File: src/sv/mdps_pkg.sv
// Shared types and constants of the multichannel delayed pulse sequencer.
package mdps_pkg;

	// Channel count; the width of the trigger line field follows from it
	localparam int unsigned CHANNELS = 16;
	localparam int unsigned CH_W     = (CHANNELS > 1) ? $clog2(CHANNELS) : 1;
	localparam int unsigned TIME_W   = 16;

	// Defaults for the top-level parameters
	localparam int unsigned DEF_PULSE_TICKS = 15;
	localparam int unsigned DEF_BASE_DELAY  = 100;
	localparam int unsigned DEF_CHAIN_TICKS = 1500;

	typedef enum logic [2:0] {
		CMD_TICK     = 3'd0,
		CMD_EXT_TRIG = 3'd1,
		CMD_START    = 3'd2,
		CMD_STOP     = 3'd3,
		CMD_SET      = 3'd4,
		CMD_GET      = 3'd5
	} cmd_code_t;

	typedef enum logic [1:0] {
		ST_OK       = 2'd0,
		ST_BAD_PORT = 2'd1,
		ST_IGNORED  = 2'd2
	} status_t;

	typedef struct packed {
		logic [2:0]        command;
		logic [7:0]        port;
		logic [TIME_W-1:0] delay_value;
	} cmd_item_t;

	typedef struct packed {
		logic [CHANNELS-1:0] trigger_lines;
		logic                chain_out;
		logic                running;
		status_t             status;
		logic [TIME_W-1:0]   read_value;
	} res_item_t;

	// Position write toward the channel table
	typedef struct packed {
		logic              en;
		logic [CH_W-1:0]   idx;
		logic [TIME_W-1:0] value;
	} set_req_t;

endpackage

File: src/sv/mdps_table.sv
// Channel table: stored positions, per-channel delay offsets and effective fire times.
module mdps_table #(
	parameter int unsigned BASE_DELAY = mdps_pkg::DEF_BASE_DELAY
) (
	input  logic                    clk,
	input  logic                    arst_n,
	input  mdps_pkg::set_req_t      set,
	input  logic                    cfg_we,
	input  logic [15:0]             cfg_data,
	input  logic [mdps_pkg::CH_W-1:0] rd_idx,
	output logic [15:0]             rd_pos,
	output logic [15:0]             eff [mdps_pkg::CHANNELS]
);
	import mdps_pkg::*;

	logic [TIME_W-1:0] pos_q [CHANNELS];
	logic [TIME_W-1:0] off_q [CHANNELS];
	logic [TIME_W-1:0] eff_q [CHANNELS];
	logic [TIME_W-1:0] new_pos;

	// Stored position for a set request
	assign new_pos = TIME_W'(BASE_DELAY) - set.value;

	for (genvar i = 0; i < CHANNELS; i++) begin : g_ch
		logic [TIME_W-1:0] prod;

		// Offset of this channel for a new sequence delay
		assign prod = TIME_W'(32'(cfg_data) * i);

		// Hold position, offset and effective time; refresh on writes
		always_ff @(posedge clk or negedge arst_n) begin
			if (!arst_n) begin
				pos_q[i] <= TIME_W'(BASE_DELAY - 5 * i);
				off_q[i] <= '0;
				eff_q[i] <= TIME_W'(BASE_DELAY - 5 * i);
			end else if (cfg_we) begin
				off_q[i] <= prod;
				eff_q[i] <= pos_q[i] + prod;
			end else if (set.en && set.idx == CH_W'(i)) begin
				pos_q[i] <= new_pos;
				eff_q[i] <= new_pos + off_q[i];
			end
		end

		assign eff[i] = eff_q[i];
	end

	assign rd_pos = pos_q[rd_idx];

endmodule

File: src/sv/mdps_chan.sv
// Per-channel compare bank: line levels and run completion for one tick.
module mdps_chan #(
	parameter int unsigned PULSE_TICKS = mdps_pkg::DEF_PULSE_TICKS
) (
	input  logic [15:0]                   cnt,
	input  logic [15:0]                   eff [mdps_pkg::CHANNELS],
	input  logic [mdps_pkg::CHANNELS-1:0] lines_in,
	output logic [mdps_pkg::CHANNELS-1:0] lines_out,
	output logic                          all_done
);
	import mdps_pkg::*;

	logic [CHANNELS-1:0] pending;

	for (genvar i = 0; i < CHANNELS; i++) begin : g_ch
		logic [TIME_W:0] stop_at;
		logic            armed;

		// Pulse end, taken without wrap
		assign stop_at = {1'b0, eff[i]} + (TIME_W+1)'(PULSE_TICKS);
		// A channel with effective time zero never fires
		assign armed   = (eff[i] != '0);

		// Drop the line at the fire time, raise it at the pulse end
		always_comb begin
			lines_out[i] = lines_in[i];
			if (armed && cnt == eff[i])
				lines_out[i] = 1'b0;
			if (armed && {1'b0, cnt} == stop_at)
				lines_out[i] = 1'b1;
		end

		assign pending[i] = armed && ({1'b0, cnt} < stop_at);
	end

	assign all_done = ~|pending;

endmodule

File: src/sv/multichannel_delayed_pulse_sequencer_unit.sv
// Top level of the multichannel delayed pulse sequencer.
// Takes one request per clock cycle unless the result side stalls, and returns one result
// for each: a request lands in an input register, then a single pass of sixteen
// parallel fire/end comparators and the table logic decides the new state and writes
// the result register. Effective fire times are kept precomputed in the channel table,
// so a set request or a sequence delay write is visible to the very next request.
// The sequence delay register is written through its own channel, which is always ready.
module multichannel_delayed_pulse_sequencer_unit #(
	parameter int unsigned PULSE_TICKS = mdps_pkg::DEF_PULSE_TICKS,
	parameter int unsigned BASE_DELAY  = mdps_pkg::DEF_BASE_DELAY,
	parameter int unsigned CHAIN_TICKS = mdps_pkg::DEF_CHAIN_TICKS
) (
	input  logic                clk,
	input  logic                arst_n,
	input  logic                cmd_valid,
	output logic                cmd_ready,
	input  mdps_pkg::cmd_item_t cmd,
	output logic                res_valid,
	input  logic                res_ready,
	output mdps_pkg::res_item_t res,
	input  logic                cfg_valid,
	output logic                cfg_ready,
	input  logic [15:0]         cfg_seq_delay
);
	import mdps_pkg::*;

	// Input stage
	logic      v_s1;
	cmd_item_t item_s1;
	logic      adv;

	// Sequencer state
	logic [TIME_W-1:0]   cnt_q,   cnt_d;
	logic                run_q,   run_d;
	logic [CHANNELS-1:0] lines_q, lines_d;
	logic                chain_q, chain_d;

	// Result stage
	logic      res_valid_q;
	res_item_t res_q, res_d;

	// Table and compare bank links
	set_req_t          set_req;
	logic [TIME_W-1:0] eff [CHANNELS];
	logic [TIME_W-1:0] rd_pos;
	logic [TIME_W-1:0] cnt_inc;
	logic [CHANNELS-1:0] tick_lines;
	logic              tick_done;
	logic              port_ok;

	assign cfg_ready = 1'b1;

	// Advance the input stage whenever the result register is free or being taken
	assign adv       = v_s1 && (!res_valid_q || res_ready);
	assign cmd_ready = !v_s1 || adv;

	// Hold the accepted request
	always_ff @(posedge clk or negedge arst_n) begin
		if (!arst_n) begin
			v_s1 <= 1'b0;
		end else if (cmd_valid && cmd_ready) begin
			v_s1 <= 1'b1;
		end else if (adv) begin
			v_s1 <= 1'b0;
		end
	end

	always_ff @(posedge clk) begin
		if (cmd_valid && cmd_ready) begin
			item_s1 <= cmd;
		end
	end

	assign port_ok = (item_s1.port < 8'(CHANNELS));

	// Saturating count for the current tick
	assign cnt_inc = (cnt_q == '1) ? cnt_q : cnt_q + TIME_W'(1);

	mdps_table #(
		.BASE_DELAY(BASE_DELAY)
	) u_table (
		.clk     (clk),
		.arst_n  (arst_n),
		.set     (set_req),
		.cfg_we  (cfg_valid && cfg_ready),
		.cfg_data(cfg_seq_delay),
		.rd_idx  (item_s1.port[CH_W-1:0]),
		.rd_pos  (rd_pos),
		.eff     (eff)
	);

	mdps_chan #(
		.PULSE_TICKS(PULSE_TICKS)
	) u_chan (
		.cnt      (cnt_inc),
		.eff      (eff),
		.lines_in (lines_q),
		.lines_out(tick_lines),
		.all_done (tick_done)
	);

	// Decode the request and form next state and result
	always_comb begin
		cnt_d   = cnt_q;
		run_d   = run_q;
		lines_d = lines_q;
		chain_d = chain_q;
		set_req = '{en: 1'b0, idx: item_s1.port[CH_W-1:0], value: item_s1.delay_value};
		res_d.status     = ST_OK;
		res_d.read_value = '0;
		case (item_s1.command)
			CMD_TICK: begin
				if (run_q) begin
					lines_d = tick_lines;
					if (tick_done) begin
						run_d = 1'b0;
						cnt_d = '0;
					end else begin
						cnt_d = cnt_inc;
						if ({1'b0, cnt_inc} >= (TIME_W+1)'(CHAIN_TICKS))
							chain_d = 1'b0;
					end
				end
			end
			CMD_EXT_TRIG: begin
				if (run_q) begin
					res_d.status = ST_IGNORED;
				end else begin
					chain_d = 1'b1;
					cnt_d   = '0;
					run_d   = 1'b1;
				end
			end
			CMD_START: begin
				chain_d = 1'b1;
				cnt_d   = '0;
				run_d   = 1'b1;
			end
			CMD_STOP: begin
				run_d = 1'b0;
				cnt_d = '0;
			end
			CMD_SET: begin
				if (port_ok)
					set_req.en = adv;
				else
					res_d.status = ST_BAD_PORT;
			end
			CMD_GET: begin
				if (port_ok)
					res_d.read_value = rd_pos;
				else
					res_d.status = ST_BAD_PORT;
			end
			default: begin
			end
		endcase
		res_d.trigger_lines = lines_d;
		res_d.chain_out     = chain_d;
		res_d.running       = run_d;
	end

	// Commit state on each processed request
	always_ff @(posedge clk or negedge arst_n) begin
		if (!arst_n) begin
			cnt_q   <= '0;
			run_q   <= 1'b0;
			lines_q <= '1;
			chain_q <= 1'b1;
		end else if (adv) begin
			cnt_q   <= cnt_d;
			run_q   <= run_d;
			lines_q <= lines_d;
			chain_q <= chain_d;
		end
	end

	// Result register
	always_ff @(posedge clk or negedge arst_n) begin
		if (!arst_n) begin
			res_valid_q <= 1'b0;
		end else if (adv) begin
			res_valid_q <= 1'b1;
		end else if (res_ready) begin
			res_valid_q <= 1'b0;
		end
	end

	always_ff @(posedge clk) begin
		if (adv) begin
			res_q <= res_d;
		end
	end

	assign res_valid = res_valid_q;
	assign res       = res_q;

	// The count is cleared whenever no run is in progress
	a_idle_count: assert property (@(posedge clk) disable iff (!arst_n)
		!run_q |-> cnt_q == '0)
		else $error("tick count nonzero while idle");

	// The chain line only drops during a run past the chain tick
	a_chain_drop: assert property (@(posedge clk) disable iff (!arst_n)
		$fell(chain_q) |-> run_q && ({1'b0, cnt_q} >= (TIME_W+1)'(CHAIN_TICKS)))
		else $error("chain line dropped outside a run past the chain tick");

	// A rejected port never returns table data
	a_bad_port: assert property (@(posedge clk) disable iff (!arst_n)
		res_valid_q && res_q.status == ST_BAD_PORT |-> res_q.read_value == '0)
		else $error("read value nonzero on invalid port");

endmodule

File: config.mk
export PLATFORM = sky130hd
export DESIGN_NAME = multichannel_delayed_pulse_sequencer_unit
export DESIGN_NICKNAME = d
export VERILOG_FILES = /design/src/sv/mdps_pkg.sv /design/src/sv/mdps_table.sv /design/src/sv/mdps_chan.sv /design/src/sv/multichannel_delayed_pulse_sequencer_unit.sv
export SDC_FILE = /design/constraint.sdc
export NUM_CORES = 2
export LEC_CHECK = 0
export BUFFER_PORTS_ARGS = -buffer_cell sky130_fd_sc_hd__buf_2
export CAP_MARGIN = 25
export CORE_ASPECT_RATIO = 0.7
export CORE_MARGIN = 2
export CORE_UTILIZATION = 40
export CTS_CLUSTER_SIZE = 24
export DETAILED_ROUTE_END_ITERATION = 8
export SLEW_MARGIN = 20
export SYNTH_ARGS = -nofsm -noshare
export SYNTH_HDL_FRONTEND = slang
export SYNTH_SLANG_ARGS = --single-unit
File: constraint.sdc
create_clock -name clk -period 5.9 [get_ports clk]
set_clock_uncertainty 0.1 [all_clocks]
set_input_delay 0.59 -clock clk [delete_from_list [all_inputs] [get_ports clk]]
set_output_delay 0.59 -clock clk [all_outputs]
set_load 0.1 [all_outputs]
After elaboration in Yosys (flattened, before gate mapping) --
Index checks and enable logic that the tools add are counted. W data, S select, Z words.
Cells by class: $lt $le $gt $ge 19, bitwise logic cells 2, $add $sub $neg 48, equality and inequality tests 55, multiplexer cells 91, multiply operators 11, reduce and logical (&&, ||, !) cells 129
Operator list (number):
- $mux W16 | 40
- $add A16 B16 Y16 | 30
- $add A16 B4 Y17 const B | 16
- $eq A16 B17 Y1 | 16
- $lt A16 B17 Y1 | 16
- $eq A16 B16 Y1 | 16
- $reduce_bool A16 Y1 | 16
- $logic_and A1 B1 Y1 | 66
- $bmux W16 S4 | 1
- $mul A16 B4 Y16 const B | 4
- $pmux W16 S3 | 1
- $mux W1 | 45
- $reduce_bool A2 Y1 | 18
- $reduce_and A2 Y1 | 17
- $eq A4 B4 Y1 const B | 8
- $mul A16 B3 Y15 const B | 2
- $mul A16 B3 Y16 const B | 2
- $add A16 B1 Y16 const B | 1
- $eq A16 B16 Y1 const B | 1
- $eq A4 B3 Y1 const B | 4
- $ge A16 B11 Y1 const B | 1
- $mul A16 B2 Y14 const B | 1
- $mul A16 B2 Y15 const B | 1
- $mul A16 B2 Y16 const B | 1
- other kinds (22) | 31
Word-level totals: bits of input ports 48, output and inout port bits 39, bits in registers 840

Logic depth before layout (Yosys ltp) --
word-level depth 8, gate-level depth with buffers 22, depth with buffers taken out 22

Modules after synthesis --
A second synthesis with hierarchy kept.
Unflattened totals: cell total of the unflattened synthesis 7446, area total of the unflattened synthesis 66711.5 µm²
By module, submodules not included:
- mdps_table | area an instance 49147.1 µm², cells each 5308, instances 1
- mdps_chan | area an instance 13157.6 µm², cells each 1770, instances 1
- multichannel_delayed_pulse_sequencer_unit | area an instance 4406.7 µm², cells each 368, instances 1

Worst setup path before layout --
OpenSTA, ideal clock, no wires.
path kind reg-to-reg, start reg cnt_q[12], end reg res_q (netlist bit res[18]), data pin, data arrival time 4808 ps, setup slack 737 ps, required time 5545 ps, stages on the path, launching flop included 22, buffers on the path 3, library setup time 255 ps, cells stage by stage dfrtp_1 -> clkbuf_1 -> nand4_1 -> nor4_1 -> nand2_1 -> nand3_1 -> nor2_1 -> xnor2_2 -> buf_2 -> inv_1 -> ha_1 -> and4_1 -> nand3_1 -> a2111oi_0 -> a211oi_1 -> o311a_1 -> a21oi_1 -> and4_1 -> nand4_4 -> buf_6 -> nand3b_1 -> nand2_1
RTL lines:
- from (decl) | RTL line multichannel_delayed_pulse_sequencer_unit.sv:33 | logic [TIME_W-1:0] cnt_q, cnt_d;
- from (signal assigned) | RTL line multichannel_delayed_pulse_sequencer_unit.sv:171 | cnt_q <= cnt_d;
- to (signal assigned) | RTL line multichannel_delayed_pulse_sequencer_unit.sv:191 | res_q <= res_d;
- to (decl) | RTL line multichannel_delayed_pulse_sequencer_unit.sv:40 | res_item_t res_q, res_d;

Worst setup path after layout --
start reg cnt_q[0], end reg cnt_q[5]
On the way: longest elaborated chain between the ends 8, elaborated cells between the ends (all ways) 39
RTL lines:
- $add A16 B1 Y16 / $eq A16 B16 Y1 (equally long branches) | RTL line multichannel_delayed_pulse_sequencer_unit.sv:77 | assign cnt_inc = (cnt_q == '1) ? cnt_q : cnt_q + TIME_W'(1);
- $mux W16 * | RTL line multichannel_delayed_pulse_sequencer_unit.sv:77
- $lt A16 B17 Y1 | RTL line mdps_chan.sv:33 | assign pending[i] = armed && ({1'b0, cnt} < stop_at);
- $logic_and A1 B1 Y1 | RTL line mdps_chan.sv:33
- $reduce_or A16 Y1 | RTL line mdps_chan.sv:36 | assign all_done = ~|pending;
- $mux W16 * | RTL line multichannel_delayed_pulse_sequencer_unit.sv:115 | if (tick_done) begin
- $mux W16 * | RTL line multichannel_delayed_pulse_sequencer_unit.sv:113 | if (run_q) begin
- $pmux W16 S3 * | RTL line multichannel_delayed_pulse_sequencer_unit.sv:111 | case (item_s1.command)
Every way passes the cells marked *; elsewhere a longest branch is shown, timed or not. The select of a mux whose other input is x is not followed. A chain may end at the register's enable or synchronous reset.

==> summary.md <==
| Metric | Value |
|---|---|
| Synth Flop Type | `dfrtp_1` |
| Status | `finished clean` |
| Worst setup margin | `0.4493 ns` |
| Initial Util | `about two fifths` |
| Count leader, synth | `ha_1` |
| Via Count | `60,181` |
| Total congestion overflow | `0` |
| Max Clk Rate | `between 150 and 200 MHz` |
| Crit path launch type | `register` |
| Port bufs | `85` |
| Peak VDD IR | `0.2471 mV` |
| Dpl hpwl | `228,000 um` |
| Crit path max fanout | `11` |
| Critical path arrival | `5.94 ns` |
| Post-synthesis cell count | `7,482` |
| FFs w/ async S/R, synth | `91.27%` |
| DP Area | `70,760 um^2` |
| Total power | `24.22 mW` |
| Layout cells sized above 1 | `approximately an eighth` |
| Ys Warns | `0` |
| IO Pins | `87` |
| Maximum clock insertion buffer count | `3` |
| Routed WL per cell | `29.31 um` |
| CTS tree | `yes` |
| Pre-antenna DRT Iters | `6` |
| Hold-fix buffers, CTS | `30` |
| LEAKAGE | `32.18 nW` |
| CP Class | `register to register` |
| H-Tree Depth | `3` |
| Slew Viols, Final | `0` |
| Remaining DRCs | `0` |
| RePlAce Congestion | `1.008` |
| Total Neg Setup Slack | `0 ns` |
| WHS | `0.1629 ns` |
| Final Hold Vio Count | `0` |
| Layout Cells excl Fill | `around 9,800` |
| Drt first-iter violations | `between 7,000 and 8,000` |
| Critical path origin | `cnt_q[0]$_DFFE_PN0P_` |
| Die extent in y | `345.8 um` |
| Worst Path Required | `approximately 6.4 ns` |
| Register area share after synthesis | `~28%` |
| Main area contributors after synthesis | `dfrtp_1 (20%), ha_1 (14%), xnor2_1 (8.8%), dfstp_2 (5.1%), xor2_1 (4.3%)` |
| Rel. slew slack | `25.45%` |
| Inserted Clock Buffers | `81` |
| Min-delay src | `cfg_valid` |
| Post-synthesis area per instance | `around 9 um^2` |
| Drt total wl | `288,600 um` |
| Synthesized area | `66,740 um^2` |
| Area growth syn-to-layout | `11.01%` |
| Worst-path clk slew | `0.07 ns` |
| Full die area | `170,200 um^2` |
| CP Capture Type | `register` |
| RR Startpoint | `cnt_q[0]$_DFFE_PN0P_` |
| Number of synthesized flops with an enable pin | `63` |
| Latest clock arrival within the worst-skew pair | `about 0.76 ns` |
| GRT Total Usage | `approximately 33%` |
| Final instance area | `74,090 um^2` |
| Core area | `165,800 um^2` |
| Global-route wire length before repair | `around 400,000 um` |
| Synthesized Nets | `roughly 8,400` |
| Unique masters post-synth | `98` |
| Most common library cells after synthesis | `ha_1 (746), nand2_1 (682), xnor2_1 (672)` |
| Min-delay worst type | `input port to register` |
| Number of global-route vias before repair | `54,368` |
| Clock sinks | `722` |
| Pre-CTS worst setup slack | `about 0.23 ns` |
| Clock root buffer master | `clkbuf_16` |
| Most area-hungry cell type in the Yosys netlist | `dfrtp_1` |
| Vias per cell | `a little over 6` |
| Pwr Density | `326.9 nW/um^2` |
| Post-synth top area share | `19.87%` |
| Initial antenna violation count | `16` |
| Least-Margin Pin Slew | `1.111 ns` |
| Finish-stage setup viols | `0` |
| Largest net degree at the start of global routing | `167` |
| Post-CTS Setup Inserts | `0` |
| Min Tclk post-route | `5.451 ns` |
| Yosys reg bits | `722` |
| Nets | `8,429` |
| Period Utilization, post-route | `just over 90%` |
| Row count | `125` |
| Final ANT Viol Nets | `0` |
| Final Core Density | `44.69%` |
| Die Wd | `492.2 um` |
| RSZ-0062 raised after global routing | `false` |
| Post-cts sizing count | `0` |
| Placed cell count | `9,652` |
| Max-Cap Viols | `0` |
## cells by family (layout without fill, tap and decap cells)
logic type	Yosys count	after routing	share of synthesized area (%)
compound gates	1813	1813	16.86
xor+xnor	1002	1002	13.18
fa+ha+maj	865	865	17.07
buf+inv	727	862	4.179
flops	722	722	27.78
mux	276	276	5.909
other cells	1	8	0.005619
simple gates	2076	2076	15.01
## path summary, 6_finish.rpt
kind / end / slack (ns) / cells after the start
setup / recovery: cnt_q[5]$_DFFE_PN0P_ / 0.45 / 17
hold / removal: u_table.eff[89]$_DFFE_PN0P_ / 0.16 / 2
setup reg to reg: cnt_q[5]$_DFFE_PN0P_ / 0.45 / 17
hold reg to reg: u_table.pos_q[209]$_DFFE_PN1P_ / 0.39 / 2
max in group asynchronous: u_table.off_q[6]$_DFFE_PN0P_ / 4.01 / 3
min in group asynchronous: run_q$_DFFE_PN0P_ / 0.39 / 2
## cells in the final DEF (no fill, tap or decap), types with 175 or more instances in the layout
cell,synthesis,routed
a21oi_1,530,528
buf_4,5,227
dfrtp_1,530,530
ha_1,746,746
inv_1,348,346
nand2_1,682,680
nand3_1,206,203
nor2_1,448,448
nor3_1,176,175
o21ai_0,521,520
xnor2_1,672,663
xor2_1,327,321
## worst max-delay path, stage by stage (launching register included)
cell	delay, ns
dfrtp_1	0.50
ha_1	0.29
nand3_1	0.32
nor4_2	0.36
buf_4	0.18
nand3_1	0.09
o22ai_2	0.18
inv_1	0.35
buf_4	0.38
ha_1	0.33
and3_1	0.17
nor4bb_1	0.65
o311ai_1	0.32
a21oi_1	0.18
and4_1	0.26
nand4_4	0.18
buf_4	0.24
a32o_1	0.25
## layout make-up
type	instances	area, um^2
fill	16172	91700
multi-input combinational	6033	45680
sequential	722	18540
timing repair buffer	362	2833
tap	2222	2780
clock buffer	117	2439
inverter	348	1308
clock inverter	35	493.0
antenna	7	17.52
## layer usage
layer,track usage [%],part of all wire (%),vias to the layer above
met1,48.83,45,29348
li1,-,-,27008
met5,0.8683,0.090,-
met3,17.04,17,437
met4,9.572,3.3,8
met2,40.16,35,3380
## power by group
part | switching [mW] | internal [mW] | leakage [nW]
clock | 2.52 | 3.27 | 1.44
combinational | 6.50 | 4.35 | 22.1
sequential | 1.85 | 5.73 | 8.63
## state kept, by name, indices dropped and copies added (netlist names)
name           cells
u_table.eff      256
u_table.pos_q    256
u_table.off_q    111
res               36
item_s1           27
cnt_q             16
lines_q           16
chain_q            1
res_valid          1
run_q              1
v_s1               1
Note: power is estimated with default switching activity, not from simulation.
